**src/sv/rc_packet_crc_unpack_failsafe_core_macros.svh**
```systemverilog
// ---------------------------------------------------------------------------
// rc_packet_crc_unpack_failsafe_core_macros.svh
// Assertion macros for the receiver modules; rcpk_back is the one that uses them.
// ---------------------------------------------------------------------------
`ifndef RC_PACKET_CRC_UNPACK_FAILSAFE_CORE_MACROS_SVH
`define RC_PACKET_CRC_UNPACK_FAILSAFE_CORE_MACROS_SVH

`ifndef SYNTH
// same-cycle implication
`define RCPK_ASSERT_IMP(lbl, clk, rstn, ante, cons) \
  lbl: assert property (@(posedge clk) disable iff (!rstn) (ante) |-> (cons)) \
    else $error("rcpk assertion failed");
// next-cycle implication
`define RCPK_ASSERT_NXT(lbl, clk, rstn, ante, cons) \
  lbl: assert property (@(posedge clk) disable iff (!rstn) (ante) |=> (cons)) \
    else $error("rcpk assertion failed");
`else
`define RCPK_ASSERT_IMP(lbl, clk, rstn, ante, cons)
`define RCPK_ASSERT_NXT(lbl, clk, rstn, ante, cons)
`endif

`endif

```
**src/sv/rcpk_pkg.sv**
```systemverilog
// ---------------------------------------------------------------------------
// rcpk_pkg
// Types, constants and the CRC-8 step for the RC packet receiver.
// ---------------------------------------------------------------------------
package rcpk_pkg;

  // CRC-8, MSB first, init 0, no reflection, no final xor
  localparam logic [7:0]  CRC_POLY     = 8'hD5;

  // channel values
  localparam logic [10:0] CH_MIN       = 11'd172;
  localparam logic [10:0] CH_MAX       = 11'd1811;
  localparam logic [10:0] CH_MID       = 11'd992;
  localparam logic [10:0] STICK_SPAN   = 11'd1639;  // CH_MAX - CH_MIN
  localparam logic [9:0]  STICK_MAX    = 10'd1023;

  // register reset values
  localparam logic [15:0] TIMEOUT_RST  = 16'd1000;
  localparam logic [7:0]  TYPE_RST     = 8'h16;

  localparam logic [15:0] ELAPSED_MAX  = 16'hFFFF;
  localparam logic [3:0]  BYTE_CNT_MAX = 4'd15;
  localparam int          PAYLOAD_DEPTH = 7;

  // channel layout of one run
  localparam logic [3:0]  FIRST_AUX_CH = 4'd4;
  localparam logic [3:0]  FIRST_MID_CH = 4'd12;
  localparam logic [3:0]  LAST_CH      = 4'd15;

  typedef enum logic {
    ACT_BYTE = 1'b0,
    ACT_TICK = 1'b1
  } action_e;

  typedef enum logic {
    REG_LINK_TIMEOUT  = 1'b0,
    REG_EXPECTED_TYPE = 1'b1
  } reg_idx_e;

  typedef struct packed {
    logic       action;
    logic [7:0] data_byte;
    logic       end_of_packet;
  } item_t;

  typedef struct packed {
    logic [3:0]  channel_index;
    logic [10:0] channel_value;
    logic        is_failsafe;
    logic        link_up;
    logic [31:0] good_packets;
    logic [31:0] crc_errors;
    logic        last;
  } result_t;

  // one run of sixteen channels, handed from front to back
  typedef struct packed {
    logic            failsafe;
    logic            link_up;
    logic [31:0]     good_packets;
    logic [31:0]     crc_errors;
    logic [5:0][7:0] payload;  // packet bytes 1..6
  } cmd_t;

  function automatic logic [7:0] crc8_byte(input logic [7:0] crc, input logic [7:0] b);
    logic [7:0] c;
    c = crc ^ b;
    for (int i = 0; i < 8; i++) begin
      c = c[7] ? ((c << 1) ^ CRC_POLY) : (c << 1);
    end
    return c;
  endfunction

endpackage

```
**src/sv/rcpk_front.sv**
```systemverilog
// ---------------------------------------------------------------------------
// rcpk_front
// Accepts bytes and ticks, runs the CRC, classifies packets, ages the link
// and queues a channel run for every good packet or link loss.
// ---------------------------------------------------------------------------
module rcpk_front #(
  parameter int unsigned PACKET_BYTES = 14
) (
  input  logic                  clk_i,
  input  logic                  rst_ni,
  input  logic                  cfg_we_i,
  input  logic [0:0]            cfg_idx_i,
  input  logic [15:0]           cfg_wdata_i,
  input  logic                  push_i,
  input  rcpk_pkg::item_t       item_i,
  input  logic                  cmd_full_i,
  output logic                  cmd_push_o,
  output rcpk_pkg::cmd_t        cmd_o
);

  localparam logic [3:0] LAST_POS = 4'(PACKET_BYTES - 1);

  logic [15:0] timeout_q;
  logic [7:0]  type_q;
  logic [3:0]  byte_cnt_q;
  logic [7:0]  crc_q;
  logic [15:0] elapsed_q;
  logic [31:0] good_cnt_q;
  logic [31:0] err_cnt_q;
  logic [7:0]  payload_q [rcpk_pkg::PAYLOAD_DEPTH];

  logic accept, is_byte, is_tick, pkt_end, at_check, crc_ok, bad_crc, good, fire;

  // packet classification
  always_comb begin
    accept   = push_i && !cmd_full_i;
    is_byte  = accept && (item_i.action == rcpk_pkg::ACT_BYTE);
    is_tick  = accept && (item_i.action == rcpk_pkg::ACT_TICK);
    pkt_end  = is_byte && item_i.end_of_packet;
    at_check = (byte_cnt_q == LAST_POS);
    crc_ok   = (crc_q == item_i.data_byte);
    bad_crc  = pkt_end && at_check && !crc_ok;
    good     = pkt_end && at_check && crc_ok && (payload_q[0] == type_q);
    // age passes the timeout exactly when it leaves the timeout value
    fire     = is_tick && (elapsed_q == timeout_q) && (elapsed_q != rcpk_pkg::ELAPSED_MAX);
  end

  // run request; the link is up after a good packet and down after a loss
  always_comb begin
    cmd_push_o         = good || fire;
    cmd_o.failsafe     = fire;
    cmd_o.link_up      = good;
    cmd_o.good_packets = good ? (good_cnt_q + 32'd1) : good_cnt_q;
    cmd_o.crc_errors   = err_cnt_q;
    for (int i = 0; i < 6; i++) begin
      cmd_o.payload[i] = payload_q[i + 1];
    end
  end

  // configuration registers
  always_ff @(posedge clk_i or negedge rst_ni) begin
    if (!rst_ni) begin
      timeout_q <= rcpk_pkg::TIMEOUT_RST;
      type_q    <= rcpk_pkg::TYPE_RST;
    end else if (cfg_we_i) begin
      unique case (rcpk_pkg::reg_idx_e'(cfg_idx_i))
        rcpk_pkg::REG_LINK_TIMEOUT:  timeout_q <= cfg_wdata_i;
        rcpk_pkg::REG_EXPECTED_TYPE: type_q    <= cfg_wdata_i[7:0];
        default: ;
      endcase
    end
  end

  // packet state, link age and counters
  always_ff @(posedge clk_i or negedge rst_ni) begin
    if (!rst_ni) begin
      byte_cnt_q <= '0;
      crc_q      <= '0;
      elapsed_q  <= '0;
      good_cnt_q <= '0;
      err_cnt_q  <= '0;
    end else begin
      if (is_byte) begin
        if (item_i.end_of_packet) begin
          byte_cnt_q <= '0;
          crc_q      <= '0;
        end else begin
          if (byte_cnt_q != rcpk_pkg::BYTE_CNT_MAX) byte_cnt_q <= byte_cnt_q + 4'd1;
          if (byte_cnt_q < LAST_POS) crc_q <= rcpk_pkg::crc8_byte(crc_q, item_i.data_byte);
        end
      end
      if (is_tick && (elapsed_q != rcpk_pkg::ELAPSED_MAX)) elapsed_q <= elapsed_q + 16'd1;
      if (good) begin
        elapsed_q  <= '0;
        good_cnt_q <= good_cnt_q + 32'd1;
      end
      if (bad_crc) err_cnt_q <= err_cnt_q + 32'd1;
    end
  end

  // payload capture, bytes 0..6
  always_ff @(posedge clk_i) begin
    if (is_byte && (byte_cnt_q < 4'(rcpk_pkg::PAYLOAD_DEPTH))) begin
      payload_q[byte_cnt_q[2:0]] <= item_i.data_byte;
    end
  end

endmodule

```
**src/sv/rcpk_cmd_fifo.sv**
```systemverilog
// ---------------------------------------------------------------------------
// rcpk_cmd_fifo
// Two-entry run queue between the front and the back.
// ---------------------------------------------------------------------------
module rcpk_cmd_fifo (
  input  logic           clk_i,
  input  logic           rst_ni,
  input  logic           push_i,
  input  rcpk_pkg::cmd_t data_i,
  input  logic           pop_i,
  output logic           valid_o,
  output logic           full_o,
  output rcpk_pkg::cmd_t data_o
);

  logic [1:0]     cnt_q;
  rcpk_pkg::cmd_t head_q, spare_q;
  logic           head_from_in, head_from_spare, load_spare;

  always_comb begin
    valid_o         = (cnt_q != 2'd0);
    full_o          = (cnt_q == 2'd2);
    data_o          = head_q;
    head_from_in    = (push_i && (cnt_q == 2'd0)) || (push_i && pop_i && (cnt_q == 2'd1));
    head_from_spare = pop_i && (cnt_q == 2'd2);
    load_spare      = push_i && !pop_i && (cnt_q == 2'd1);
  end

  // fill level
  always_ff @(posedge clk_i or negedge rst_ni) begin
    if (!rst_ni) begin
      cnt_q <= '0;
    end else begin
      unique case (cnt_q)
        2'd0: if (push_i) cnt_q <= 2'd1;
        2'd1: begin
          if (push_i && !pop_i) cnt_q <= 2'd2;
          else if (!push_i && pop_i) cnt_q <= 2'd0;
        end
        2'd2: if (pop_i) cnt_q <= 2'd1;
        default: cnt_q <= '0;
      endcase
    end
  end

  // entries
  always_ff @(posedge clk_i) begin
    if (head_from_in) head_q <= data_i;
    else if (head_from_spare) head_q <= spare_q;
    if (load_spare) spare_q <= data_i;
  end

endmodule

```
**src/sv/rcpk_back.sv**
```systemverilog
// ---------------------------------------------------------------------------
// rcpk_back
// Walks a queued run over sixteen channels: stage 1 selects and scales,
// stage 2 divides the stick product by 1023 and holds the output word.
// ---------------------------------------------------------------------------
`include "rc_packet_crc_unpack_failsafe_core_macros.svh"

module rcpk_back (
  input  logic              clk_i,
  input  logic              rst_ni,
  input  logic              cmd_valid_i,
  input  rcpk_pkg::cmd_t    cmd_i,
  output logic              cmd_pop_o,
  input  logic              pop_i,
  output logic              empty_o,
  output rcpk_pkg::result_t result_o
);

  typedef struct packed {
    logic [3:0]  ch;
    logic        failsafe;
    logic        link_up;
    logic [31:0] good;
    logic [31:0] err;
    logic        is_stick;
    logic [20:0] num;  // stick product or plain channel value
  } s1_t;

  logic [3:0]        ch_q;
  logic              v1_q, v2_q;
  s1_t               s1_q, s1_d;
  rcpk_pkg::result_t out_q, out_d;
  logic              ready1, ready2, issue;

  logic [9:0]  stick;
  logic [10:0] const_val;
  logic [7:0]  aux;
  logic [21:0] sum, q0x, rem;
  logic [11:0] q0, q;

  // flow control
  always_comb begin
    ready2    = !v2_q || pop_i;
    ready1    = !v1_q || ready2;
    issue     = cmd_valid_i && ready1;
    cmd_pop_o = issue && (ch_q == rcpk_pkg::LAST_CH);
    empty_o   = !v2_q;
    result_o  = out_q;
  end

  // stage 1: channel select and stick scaling
  always_comb begin
    unique case (ch_q[1:0])
      2'd0: stick = {cmd_i.payload[1][1:0], cmd_i.payload[0]};
      2'd1: stick = {cmd_i.payload[2][3:0], cmd_i.payload[1][7:2]};
      2'd2: stick = {cmd_i.payload[3][5:0], cmd_i.payload[2][7:4]};
      default: stick = {cmd_i.payload[4], cmd_i.payload[3][7:6]};
    endcase
    aux         = cmd_i.payload[5];
    s1_d.ch       = ch_q;
    s1_d.failsafe = cmd_i.failsafe;
    s1_d.link_up  = cmd_i.link_up;
    s1_d.good     = cmd_i.good_packets;
    s1_d.err      = cmd_i.crc_errors;
    s1_d.is_stick = 1'b0;
    priority if (cmd_i.failsafe) begin
      const_val = (ch_q == 4'd0 || ch_q == 4'd1 || ch_q == 4'd3) ? rcpk_pkg::CH_MID
                                                                 : rcpk_pkg::CH_MIN;
    end else if (ch_q < rcpk_pkg::FIRST_AUX_CH) begin
      const_val     = rcpk_pkg::CH_MIN;
      s1_d.is_stick = 1'b1;
    end else if (ch_q < rcpk_pkg::FIRST_MID_CH) begin
      const_val = aux[ch_q[2:0] - 3'd4] ? rcpk_pkg::CH_MAX : rcpk_pkg::CH_MIN;
    end else begin
      const_val = rcpk_pkg::CH_MID;
    end
    s1_d.num = s1_d.is_stick ? (21'(stick) * 21'(rcpk_pkg::STICK_SPAN)) : 21'(const_val);
  end

  // stage 2: divide by 1023 (estimate then one correction), offset
  always_comb begin
    sum = 22'(s1_q.num) + 22'(s1_q.num >> 10);
    q0  = sum[21:10];
    q0x = {q0, 10'b0} - 22'(q0);
    rem = 22'(s1_q.num) - q0x;
    q   = (rem >= 22'(rcpk_pkg::STICK_MAX)) ? (q0 + 12'd1) : q0;
    out_d.channel_index = s1_q.ch;
    out_d.channel_value = s1_q.is_stick ? (11'(q) + rcpk_pkg::CH_MIN) : s1_q.num[10:0];
    out_d.is_failsafe   = s1_q.failsafe;
    out_d.link_up       = s1_q.link_up;
    out_d.good_packets  = s1_q.good;
    out_d.crc_errors    = s1_q.err;
    out_d.last          = (s1_q.ch == rcpk_pkg::LAST_CH);
  end

  // control
  always_ff @(posedge clk_i or negedge rst_ni) begin
    if (!rst_ni) begin
      ch_q <= '0;
      v1_q <= 1'b0;
      v2_q <= 1'b0;
    end else begin
      if (issue) ch_q <= ch_q + 4'd1;
      if (ready1) v1_q <= issue;
      if (ready2) v2_q <= v1_q;
    end
  end

  // stage data
  always_ff @(posedge clk_i) begin
    if (ready1) s1_q <= s1_d;
    if (ready2) out_q <= out_d;
  end

  `RCPK_ASSERT_IMP(a_stick_ch, clk_i, rst_ni, v1_q && s1_q.is_stick, s1_q.ch < rcpk_pkg::FIRST_AUX_CH)
  `RCPK_ASSERT_IMP(a_value_range, clk_i, rst_ni, v2_q, (out_q.channel_value >= rcpk_pkg::CH_MIN) && (out_q.channel_value <= rcpk_pkg::CH_MAX))
  `RCPK_ASSERT_IMP(a_failsafe_link, clk_i, rst_ni, v2_q && out_q.is_failsafe, !out_q.link_up)
  `RCPK_ASSERT_NXT(a_run_wrap, clk_i, rst_ni, cmd_pop_o, ch_q == 4'd0)

endmodule

```
**src/sv/rc_packet_crc_unpack_failsafe_core.sv**
```systemverilog
// Throughput: one byte or tick accepted per cycle while full is low; one result word
// leaves per cycle while pop is held. A run enters the run queue at the accepting edge of
// the end byte or tick, then the stage-1 and output registers; its sixteen words follow back to back.
// full rises while two runs wait in the run queue ahead of the channel sequencer.
// Reset (rst_ni, async, low) clears counters, link age and queues and loads the
// register defaults; captured packet bytes are not reset.
// ---------------------------------------------------------------------------
// rc_packet_crc_unpack_failsafe_core
// RC channel packet receiver: CRC-8 check, stick/aux unpacking, link failsafe.
// ---------------------------------------------------------------------------
module rc_packet_crc_unpack_failsafe_core #(
  parameter int unsigned PACKET_BYTES = 14
) (
  input  logic              clk_i,
  input  logic              rst_ni,
  input  logic              cfg_we_i,
  input  logic [0:0]        cfg_idx_i,
  input  logic [15:0]       cfg_wdata_i,
  input  logic              push,
  output logic              full,
  input  rcpk_pkg::item_t   in_item_i,
  output logic              empty,
  input  logic              pop,
  output rcpk_pkg::result_t result_o
);

  logic           cmd_push, cmd_full, cmd_valid, cmd_pop;
  rcpk_pkg::cmd_t cmd_in, cmd_head;

  assign full = cmd_full;

  rcpk_front #(
    .PACKET_BYTES(PACKET_BYTES)
  ) u_front (
    .clk_i      (clk_i),
    .rst_ni     (rst_ni),
    .cfg_we_i   (cfg_we_i),
    .cfg_idx_i  (cfg_idx_i),
    .cfg_wdata_i(cfg_wdata_i),
    .push_i     (push),
    .item_i     (in_item_i),
    .cmd_full_i (cmd_full),
    .cmd_push_o (cmd_push),
    .cmd_o      (cmd_in)
  );

  rcpk_cmd_fifo u_cmd_fifo (
    .clk_i  (clk_i),
    .rst_ni (rst_ni),
    .push_i (cmd_push),
    .data_i (cmd_in),
    .pop_i  (cmd_pop),
    .valid_o(cmd_valid),
    .full_o (cmd_full),
    .data_o (cmd_head)
  );

  rcpk_back u_back (
    .clk_i      (clk_i),
    .rst_ni     (rst_ni),
    .cmd_valid_i(cmd_valid),
    .cmd_i      (cmd_head),
    .cmd_pop_o  (cmd_pop),
    .pop_i      (pop),
    .empty_o    (empty),
    .result_o   (result_o)
  );

endmodule

```
**config.mk**
```make
export PLATFORM = sky130hd
export DESIGN_NAME = rc_packet_crc_unpack_failsafe_core
export DESIGN_NICKNAME = d
export VERILOG_FILES = /design/src/sv/rcpk_pkg.sv /design/src/sv/rcpk_front.sv /design/src/sv/rcpk_cmd_fifo.sv /design/src/sv/rcpk_back.sv /design/src/sv/rc_packet_crc_unpack_failsafe_core.sv
export VERILOG_INCLUDE_DIRS = /design/src /design/src/sv
export SDC_FILE = /design/constraint.sdc
export NUM_CORES = 1
export LEC_CHECK = 0
export BUFFER_PORTS_ARGS = -buffer_cell sky130_fd_sc_hd__buf_4
export CORE_ASPECT_RATIO = 0.75
export CORE_MARGIN = 2
export CORE_UTILIZATION = 58
export CTS_BUF_LIST = sky130_fd_sc_hd__clkbuf_8
export DETAILED_ROUTE_END_ITERATION = 10
export HOLD_SLACK_MARGIN = 0.05
export MAX_ROUTING_LAYER = met4
export PLACE_DENSITY = 0.79
export SLEW_MARGIN = 20
export SYNTH_ARGS = -nofsm -noshare
export SYNTH_HDL_FRONTEND = slang
export SYNTH_SLANG_ARGS = --single-unit
```
**constraint.sdc**
```tcl
create_clock -name clk_i -period 10.7 [get_ports clk_i]
set_input_delay 2.14 -clock clk_i [delete_from_list [all_inputs] [get_ports clk_i]]
set_output_delay 2.14 -clock clk_i [all_outputs]
set_load 0.05 [all_outputs]
```
==> impl_metrics.env, run 1 <==
export IMPL_status="finished clean"
export IMPL_clkLatencyLatePin_ps=650
export IMPL_rsz0062_at_grt="false"
export IMPL_setup_viol=0
export IMPL_dr_pass1_iters=7
export IMPL_post_route_drc_count=0
export IMPL_drtIter0Drc=1082
export IMPL_yosysTopAreaCell="edfxtp_1"
export IMPL_syn_num_nets=2012
export IMPL_async_reset_ff_share_pct=21.31
export IMPL_nets=2188
export IMPL_track_usage_pct=22.53
export IMPL_arrival_ps=7710
export IMPL_fp_coreArea_um2=44770
export IMPL_syn_inst=1824
export IMPL_drtAntennaViolNets=0
export IMPL_die_x_um=250.3
export IMPL_synth_cell_types=86
export IMPL_cts_sinks=582
export IMPL_yosys_warnings=0
export IMPL_root_buffer="clkbuf_8"
export IMPL_syn_area_um2=26380
export IMPL_io_pins=116
export IMPL_p_leak_nw=12.17
export IMPL_syn2layout_area_growth_pct=12.31
export IMPL_cts_inserted_buffers=84
export IMPL_hpwlAfterDp_um=34430
export IMPL_grt_start_max_net_pins=67
export IMPL_slowest_stage="or4_1"
export IMPL_critPathKind="reg -> reg"
export IMPL_totalWireLength_um=50770
export IMPL_p_total_mw=8.577
export IMPL_grt_pass1_wl_um=81930
export IMPL_p_per_area_nw_per_um2=289.5
export IMPL_slew_viol_final=0
export IMPL_fin_setup_tns_ps=0
export IMPL_peakVddDrop_v=0.0004642
export IMPL_diodes=0
export IMPL_multi_input_area_um2=8921
export IMPL_worst_setup_path_end_kind="flip-flop"
export IMPL_seq_area_um2=16870
export IMPL_clockBufferDepth=3
export IMPL_cap_violations=0
export IMPL_relSlewSlack_pct=36.50
export IMPL_critical_path_max_fanout=12
export IMPL_rows=67
export IMPL_ys_ff_latch=582
export IMPL_overflow=0
export IMPL_dieArea_um2=47220
export IMPL_gp_congestion=0.8945
export IMPL_cts_tree="yes"
export IMPL_synth_edf_count=458
export IMPL_die_h_um=188.7
export IMPL_synthDominantCellAreaShare_pct=52.13
export IMPL_post_synth_cell_area_avg_um2=14.46
export IMPL_finalCritPeriodShare_pct=68.87
export IMPL_cts_resized=0
export IMPL_slowest_delay_ps=570
export IMPL_seq_area_frac_synth_pct=63.94
export IMPL_antenna_found_initial=0
export IMPL_worst_pin_slew_ps=952.5
export IMPL_synthMostInstantiatedCell="edfxtp_1"
export IMPL_via_count=15094
export IMPL_skew_ps=36.42
export IMPL_fillerInstances=3083
export IMPL_crit_top_cell="ha_1"
export IMPL_worst_ep_required_time_ps=11040
export IMPL_cts_setup_buffers=0
export IMPL_worst_setup_path_start_kind="flip-flop"
export IMPL_layout_drive_gt1_share_pct=20.92
export IMPL_finalHoldViolations=0
export IMPL_post_drt_via_cell_ratio=5.683
export IMPL_grt_pass1_vias=15263
export IMPL_synthTopCellsByCount="edfxtp_1 (458), mux2_2 (148), ha_1 (124)"
export IMPL_port_buffers=115
export IMPL_wl_per_cell_um=19.12
export IMPL_clk_pin_slew_ps=80
export IMPL_postCtsHoldBufs=0
export IMPL_fin_crit_ps=7370
export IMPL_min_path_type="reg -> reg"
export IMPL_initial_core_util_pct=58.93
export IMPL_fmax_mhz=135.7
export IMPL_yosys_most_used_dff="edfxtp_1"
export IMPL_h_tree_depth=3
export IMPL_synth_area_top_cells="edfxtp_1 (52%), dfrtp_1 (11%), mux2_2 (6.3%)"
-- critical path: cells and delay by family (launching register included) --
family | cells | cell delay, ps
buf+inv | 3 | 190
compound gates | 11 | 2370
flops | 1 | 480
xor+xnor | 1 | 160
fa+ha+maj | 5 | 1740
simple gates | 10 | 2120
-- where the power goes --
part	internal [mW]	switching, mW
logic	1.84	2.37
registers	2.56	0.0869
clock network	0.881	0.833
-- state kept, by name, indices dropped and copies added (netlist names), 16 cells and up --
register	flops
u_cmd_fifo.data_o	114
u_cmd_fifo.spare_q	114
u_back.result_o	82
u_back.out_d	70
u_front.payload_q	56
u_front.err_cnt_q	32
u_front.good_cnt_q	32
u_back.s1_q	22
u_front.elapsed_q	16
u_front.timeout_q	16
-- routing by layer --
layer	share of wire, %	vias to the layer above	GRT usage, %	routed length [µm]
met5	0	-	-	0
met4	1.6	0	5.389	788
met3	4.9	75	3.868	2496
met2	46	410	33.92	23420
met1	47	7558	32.39	24060
li1	-	7051	-	-
-- worst paths after layout --
check                                              start                           endpoint  slack (ps)  cells after the start
max                        u_back.s1_q[11]$_SDFFCE_PN0N_      u_back.result_o[75]$_DFFE_PP_        3330                     30
min                           u_back.out_d[26]$_DFFE_PN_      u_back.result_o[26]$_DFFE_PP_         410                      0
max reg2reg                u_back.s1_q[11]$_SDFFCE_PN0N_      u_back.result_o[75]$_DFFE_PP_        3330                     30
min reg2reg                   u_back.out_d[26]$_DFFE_PN_      u_back.result_o[26]$_DFFE_PP_         410                      0
max in group asynchronous                         rst_ni            u_back.v2_q$_DFFE_PN0P_        7700                      2
min in group asynchronous                         rst_ni  u_front.err_cnt_q[17]$_DFFE_PN0P_        1550                      1
-- per-stage QoR --
| stage | hold WS, ps | area [µm²] | utilization [%] | std cells | setup slack, ps |
|---|---|---|---|---|---|
| 6_report | 413.7 | 29630 | 66.19 | 2656 | 3330 |
| 5_1_grt | 423.5 | 29630 | 66.19 | 2656 | 2700 |
| 4_1_cts | 415.6 | 29630 | 66.19 | 2656 | 3360 |
| 3_5_place_dp | 404.5 | 27960 | 62.47 | 2500 | 3425 |
| 3_3_place_gp | 400.6 | 27960 | 62.47 | 2500 | 3474 |
| 2_1_floorplan | 400.3 | 26390 | - | 1824 | 1921 |
-- placed cells by master (no fill, tap or decap), drive strengths merged, types with 12 or more instances in the layout --
master | netlist | final
o21ai | 45 | 45
clkinv | 0 | 15
dfrtp | 115 | 115
mux2 | 149 | 149
fa | 32 | 32
nor3 | 19 | 19
edfxtp | 458 | 458
xnor2 | 113 | 113
inv | 122 | 165
nand3 | 42 | 42
a21oi | 47 | 47
and3 | 37 | 37
or3 | 13 | 13
clkbuf | 23 | 96
buf | 18 | 131
ha | 124 | 124
xor2 | 52 | 52
nor4 | 13 | 13
a211oi | 12 | 12
nand4 | 32 | 32
a21o | 16 | 16
nor2 | 83 | 83
nand2 | 116 | 116
-- final cells by class --
| class | count | share of cell area, % |
|---|---|---|
| flip-flops and latches | 582 | 56.93 |
| multi-input cells | 1079 | 30.11 |
| clock buffers | 96 | 4.459 |
| repair buffers | 131 | 3.319 |
| well taps | 586 | 2.475 |
| inverters | 122 | 1.550 |
| clock inverters | 60 | 1.157 |
-- kinds of logic (layout without fill, tap and decap cells) --
kind of cell / after synthesis / count (layout) / synth area share, %
flops: 582 / 582 / 63.94
simple gates: 398 / 398 / 7.622
compound gates: 203 / 203 / 5.445
buf+inv: 163 / 409 / 2.419
xor+xnor: 165 / 165 / 5.507
mux: 157 / 157 / 6.759
fa+ha+maj: 156 / 156 / 8.310
Power figures use the tool's default switching activity.
==> run 2: changes to the inputs <==
- ABC_AREA: unset -> 1
- clock period: 10.7 -> 6.4 ns (I/O delays scaled with it)
==> run 2 against run 1 <==
Net effect:
- register-to-register slack got worse by 2900 ps
- design area increased by 6.5%
- global-route usage increased by 3.9 points
- critical endpoint is now u_back.s1_q[17]$_SDFFCE_PN0N_
- power increased by 19%
- critical path depth decreased by 3
- highest routed layer unchanged
- final cell count increased by 33%
- first-iteration DRC count increased by 43%
- via count increased by 26%
- clock skew decreased by 9.0 ps
- combinational power decreased by 25%
- wire length increased by 24%
- worst hold slack got worse by 3.6 ps
==> impl_metrics.env, run 2 <==
export IMPL_h_tree_depth=3
export IMPL_worst_setup_path_end_kind="flip-flop"
export IMPL_dr_pass1_iters=7
export IMPL_post_place_ws_ps=-67.48
export IMPL_yosys_most_used_dff="edfxtp_1"
export IMPL_seq_area_um2=16870
export IMPL_final_common_cell="nand2_1"
export IMPL_wl_per_cell_um=17.75
export IMPL_yosysTopAreaCell="edfxtp_1"
export IMPL_grt_start_max_net_pins=91
export IMPL_p_leak_nw=14.22
export IMPL_synth_cell_types=55
export IMPL_cts_sinks=582
export IMPL_crit_path_end="u_back.s1_q[17]$_SDFFCE_PN0N_"
export IMPL_gp_congestion=0.9550
export IMPL_hpwlAfterDp_um=45480
export IMPL_placed_area_um2=29840
export IMPL_p_total_mw=10.24
export IMPL_cts_tree="yes"
export IMPL_status="finished clean"
export IMPL_setup_ws_ps=389.9
export IMPL_drtAntennaViolNets=0
export IMPL_fin_crit_ps=6010
export IMPL_layout_common_cells="nand2_1 (713), edfxtp_1 (458), inv_1 (362), nor2_1 (171), buf_4 (149)"
export IMPL_via_count=19023
export IMPL_synth_area_top_cells="edfxtp_1 (49%), dfrtp_1 (10%), nand2_1 (9.6%)"
export IMPL_rows=69
export IMPL_clkLatencyLatePin_ps=670
export IMPL_multi_input_area_um2=9913
export IMPL_clk_pin_slew_ps=60
export IMPL_finalHoldViolations=0
export IMPL_cap_violations=0
export IMPL_port_buffers=115
export IMPL_min_path_type="reg -> reg"
export IMPL_regToRegEndpoint="u_back.s1_q[17]$_SDFFCE_PN0N_"
export IMPL_die_h_um=194.4
export IMPL_post_route_drc_count=0
export IMPL_io_pins=116
export IMPL_critical_path_max_fanout=11
export IMPL_worst_setup_path_start_kind="flip-flop"
export IMPL_slew_viol_final=0
export IMPL_syn_num_nets=2815
export IMPL_finalCritPeriodShare_pct=93.91
export IMPL_synthMostInstantiatedCell="nand2_1"
export IMPL_root_buffer="clkbuf_8"
export IMPL_synthDominantCellAreaShare_pct=49.07
export IMPL_setup_viol=0
export IMPL_p_per_area_nw_per_um2=324.8
export IMPL_syn_inst=2627
export IMPL_track_usage_pct=26.47
export IMPL_fp_coreArea_um2=47570
export IMPL_reg2reg_slack_ps=390
export IMPL_drtIter0Drc=1552
export IMPL_crit_start="u_back.ch_q[1]$_DFFE_PN0P_"
export IMPL_nets=3014
export IMPL_arrival_ps=6530
export IMPL_seq_area_frac_synth_pct=60.18
export IMPL_clockBufferDepth=3
export IMPL_utilization_pct=66.31
export IMPL_yosys_warnings=0
export IMPL_async_reset_ff_share_pct=21.31
export IMPL_fmax_mhz=166.4
export IMPL_syn_area_um2=28030
export IMPL_diodes=0
export IMPL_rr_startpoint="u_back.ch_q[1]$_DFFE_PN0P_"
export IMPL_synth_edf_count=458
export IMPL_fillerInstances=3635
export IMPL_grt_pass1_wl_um=100600
export IMPL_critPathKind="reg -> reg"
export IMPL_holdWs_ps=410.1
export IMPL_layout_drive_gt1_share_pct=12.27
export IMPL_antenna_found_initial=3
export IMPL_overflow=0
export IMPL_worst_pin_slew_ps=946.7
export IMPL_syn2layout_area_growth_pct=12.54
export IMPL_initial_core_util_pct=58.92
export IMPL_synthTopCellsByCount="nand2_1 (716), edfxtp_1 (458), inv_1 (321)"
export IMPL_totalWireLength_um=62720
export IMPL_worst_ep_required_time_ps=6920
export IMPL_post_drt_via_cell_ratio=5.384
export IMPL_post_synth_cell_area_avg_um2=10.67
export IMPL_design_area_um2=31540
export IMPL_ys_ff_latch=582
export IMPL_peakVddDrop_v=0.0009726
export IMPL_reg2reg_depth=27
export IMPL_die_x_um=257.8
export IMPL_skew_ps=27.40
export IMPL_relSlewSlack_pct=36.89
export IMPL_dieArea_um2=50110
export IMPL_grt_pass1_vias=18594
export IMPL_cts_inserted_buffers=87
==> run 2: cell count changes in the layout (fill, tap and decap cells not counted), sizes merged, moves of 35 or more <==
cell,previous run,this run
nand2,116,721
xor2,52,95
nor2,83,179
o21ai,45,120
inv,165,369
and3,37,2
mux2,149,19
xnor2,113,35
nand3,42,94
==> run 2: power by group <==
part	leakage (nW)	internal [mW]	switching [mW]	total [mW]
registers	5.75	4.18	0.112	4.29
clock network	0.966	1.41	1.38	2.78
logic	7.51	1.19	1.98	3.17
total	14.2	6.77	3.47	10.2
==> run 2: kinds of logic (layout without fill, tap and decap cells) <==
kind of cell             Yosys count  count (layout)  share of synthesized area [%]
XOR/XNOR                         130             130                          4.424
flip-flops                       582             582                          60.18
buffers and inverters            367             634                          4.973
AO/OA/AOI/OAI                    238             238                          4.719
AND/OR/NAND/NOR                 1135            1135                          17.12
multiplexers                      19              19                         0.7634
adder cells (fa/ha/maj)          156             156                          7.821
==> run 2: layout make-up <==
| class | count | area share (%) |
|---|---|---|
| clock inverter | 65 | 1.035 |
| timing repair buffer | 150 | 3.610 |
| inverter | 327 | 3.891 |
| tap | 639 | 2.535 |
| multi-input combinational | 1678 | 31.43 |
| clock buffer | 92 | 4.014 |
| sequential | 582 | 53.48 |
==> run 2: what timing repair did <==
item	in CTS	in global routing
pin swaps	0	1
gates resized for setup	1	22
hold endpoints to repair	0	0
cloned	0	0
endpoints found under the setup margin	2	9
hold buffers	0	0
buffers inserted	0	1
==> run 2: per-layer routing <==
metal / part of all wire (%) / global-route usage (%) / up-vias
met5: 0 / - / -
met4: 2.1 / 6.936 / 0
met3: 6.2 / 4.421 / 94
li1: - / - / 9236
met2: 44 / 38.46 / 577
met1: 48 / 39.03 / 9116
==> run 2: worst min path at each step <==
stage / endpoint / startpoint / slack [ps] / cells past startpoint
CTS: u_back.out_d[29]$_DFFE_PN_ / u_cmd_fifo.data_o[76]$_DFFE_PP_ / 400 / 0
finish: u_back.out_d[29]$_DFFE_PN_ / u_cmd_fifo.data_o[76]$_DFFE_PP_ / 410 / 0
global placement: u_back.out_d[17]$_DFFE_PN_ / u_cmd_fifo.data_o[64]$_DFFE_PP_ / 400 / 0
floorplan: u_back.out_d[10]$_DFFE_PN_ / u_cmd_fifo.data_o[57]$_DFFE_PP_ / 400 / 0
global route: u_back.out_d[29]$_DFFE_PN_ / u_cmd_fifo.data_o[76]$_DFFE_PP_ / 420 / 0
detailed placement: u_back.out_d[10]$_DFFE_PN_ / u_cmd_fifo.data_o[57]$_DFFE_PP_ / 400 / 0
==> run 2: worst max-delay path, stage by stage, from the launching register on <==
cell and delay [ps]:
dfrtp_2 470, ha_1 250, inv_2 170, buf_4 190, nand2_1 70, o22ai_1 180
inv_1 120, ha_1 360, fa_1 500, inv_1 50, fa_1 500, inv_1 60
fa_1 500, fa_1 490, ha_1 380, nand2_2 120, nor2_1 40, o21ai_0 70
o211ai_1 160, a21oi_2 150, o21ai_1 100, nand3_1 90, nand2_1 60, and2_1 140
or2_2 260, a21oi_1 160, o21ai_0 100, a21oi_1 120
==> run 2: through the flow <==
step	instances	setup TNS, ps
6_report	3533	0
5_1_grt	3533	-23.09
4_1_cts	3532	0
3_5_place_dp	3375	-82.01
3_3_place_gp	3375	0
2_1_floorplan	2627	0
==> run 3: changes to the inputs <==
- CORE_UTILIZATION: 58 -> 64
- PLACE_DENSITY: 0.79 -> 0.82
- clock period: 6.4 -> 6.32 ns (I/O delays scaled with it)
==> run 3 against run 2 <==
Net effect:
- clock-buffer cell count is 4 higher
- setup slack got worse by 110 ps
- register-to-register slack got worse by 110 ps
- critical endpoint unchanged
- clock skew increased by 1.7 ps
- sequential cell count unchanged
- core utilization up 6.8 points
- wire length up 1.2%
- maximum frequency is 0.45% lower
- non-clock buffer count rose by 9
- worst hold slack worse by 1.5 ps
- highest routed layer unchanged
- combinational power grew 6.9%
- via count grew 2.2%
==> impl_metrics.env, run 3 (synthesis results as in run 2) <==
export IMPL_syn2layout_area_growth_pct=12.91
export IMPL_clk_pin_slew_ps=70
export IMPL_design_area_um2=31650
export IMPL_cap_violations=0
export IMPL_via_count=19444
export IMPL_layout_common_cells="nand2_1 (714), edfxtp_1 (458), inv_1 (350), nor2_1 (169), buf_4 (154)"
export IMPL_fp_coreArea_um2=43270
export IMPL_post_drt_via_cell_ratio=5.591
export IMPL_layout_drive_gt1_share_pct=12.87
export IMPL_port_buffers=115
export IMPL_dieArea_um2=45500
export IMPL_placed_area_um2=29810
export IMPL_p_total_mw=10.63
export IMPL_grt_start_max_net_pins=72
export IMPL_worst_setup_path_end_kind="flip-flop"
export IMPL_worst_pin_slew_ps=1063
export IMPL_nets=3019
export IMPL_min_path_type="reg -> reg"
export IMPL_setup_ws_ps=283.0
export IMPL_finalCritPeriodShare_pct=95.52
export IMPL_fillerInstances=2930
export IMPL_antenna_found_initial=2
export IMPL_final_common_cell="nand2_1"
export IMPL_worst_setup_path_start_kind="flip-flop"
export IMPL_initial_core_util_pct=64.77
export IMPL_post_route_drc_count=0
export IMPL_utilization_pct=73.13
export IMPL_peakVddDrop_v=0.0008378
export IMPL_root_buffer="clkbuf_8"
export IMPL_cts_sinks=582
export IMPL_track_usage_pct=29.40
export IMPL_reg2reg_depth=26
export IMPL_finalHoldViolations=0
export IMPL_whs_path_depth=0
export IMPL_clockBufferDepth=3
export IMPL_cts_inserted_buffers=83
export IMPL_overflow=0
export IMPL_setup_viol=0
export IMPL_cts_tree="yes"
export IMPL_drtAntennaViolNets=0
export IMPL_die_h_um=185.2
export IMPL_gp_congestion=0.9718
export IMPL_critical_path_max_fanout=7
export IMPL_dr_pass1_iters=6
export IMPL_worst_ep_required_time_ps=6830
export IMPL_totalWireLength_um=63500
export IMPL_p_leak_nw=14.26
export IMPL_slew_viol_final=0
export IMPL_io_pins=116
export IMPL_fin_crit_ps=6037
export IMPL_post_place_ws_ps=41.92
export IMPL_drtIter0Drc=1876
export IMPL_die_x_um=245.6
export IMPL_p_per_area_nw_per_um2=336.0
export IMPL_h_tree_depth=3
export IMPL_clkLatencyLatePin_ps=680
export IMPL_fmax_mhz=165.6
export IMPL_arrival_ps=6550
export IMPL_status="finished clean"
export IMPL_critPathKind="reg -> reg"
export IMPL_relSlewSlack_pct=28.90
export IMPL_wl_per_cell_um=18.26
export IMPL_hpwlAfterDp_um=46080
export IMPL_rows=66
export IMPL_grt_pass1_vias=18721
export IMPL_grt_pass1_wl_um=100300
export IMPL_skew_ps=29.14
-- run 3: stage by stage --
step / hold WS (ps) / std cells / setup TNS, ps
after CTS: 412.7 / 3469 / 0
after detailed placement: 404.5 / 3316 / 0
final: 408.6 / 3478 / 0
after global routing: 411.3 / 3478 / -1.772
after global placement: 400.7 / 3316 / 0
after floorplan: 400.3 / 2627 / 0
-- run 3: final cells by class --
class	instances	area (µm²)	area share, %
Multi-Input combinational cell	1678	9928	31.37
Sequential cell	582	16870	53.31
Clock buffer	96	1321	4.175
Antenna cell	1	2.502	0.007908
Tap cell	578	723.2	2.285
Clock inverter	57	325.3	1.028
Timing Repair Buffer	159	1247	3.942
Inverter	327	1227	3.879
-- run 3: metal layers --
layer / vias to the layer above / global-route usage, % / routed length (µm)
met4: 0 / 8.509 / 1513
li1: 9237 / - / -
met5: - / - / 0
met1: 9299 / 41.22 / 28310
met2: 777 / 44.64 / 29100
met3: 131 / 5.158 / 4576
-- run 3: where the power goes --
part           leakage (nW)  switching [mW]  internal (mW)
registers              5.75           0.102           4.23
logic                  7.56            2.11           1.28
clock network         0.950            1.40           1.51
-- run 3: worst max-delay path, cell delays in order, from the launching register on --
cell      delay (ps)
dfrtp_2          420
inv_1            110
ha_2             240
a22o_1           220
o22ai_1          150
inv_1            110
fa_1             540
inv_1             50
fa_1             510
fa_1             550
inv_1             60
fa_1             560
fa_1             460
ha_4             280
nand2_1          120
nor2_1            50
o21ai_0           70
o211ai_1         160
a21oi_2          180
o21ai_0          130
nand3_1           90
nand2_1           70
and2_1           150
or2_2            280
a21oi_2          130
o21ai_0           80
a21oi_1          120
-- run 3: final timing paths --
check / from / to / slack [ps]
setup / recovery: u_back.ch_q[1]$_DFFE_PN0P_ / u_back.s1_q[17]$_SDFFCE_PN0N_ / 280
hold / removal: u_cmd_fifo.data_o[86]$_DFFE_PP_ / u_back.out_d[39]$_DFFE_PN_ / 410
setup reg to reg: u_back.ch_q[1]$_DFFE_PN0P_ / u_back.s1_q[17]$_SDFFCE_PN0N_ / 280
hold reg to reg: u_cmd_fifo.data_o[86]$_DFFE_PP_ / u_back.out_d[39]$_DFFE_PN_ / 410
max in group asynchronous: rst_ni / u_front.err_cnt_q[25]$_DFFE_PN0P_ / 4260
min in group asynchronous: rst_ni / u_front.timeout_q[11]$_DFFE_PN0P_ / 750
-- run 3: timing repair --
item,in CTS,in global routing
setup buffers,0,8
hold buffers,0,0
gates resized for setup,0,26
setup endpoints to repair,0,13
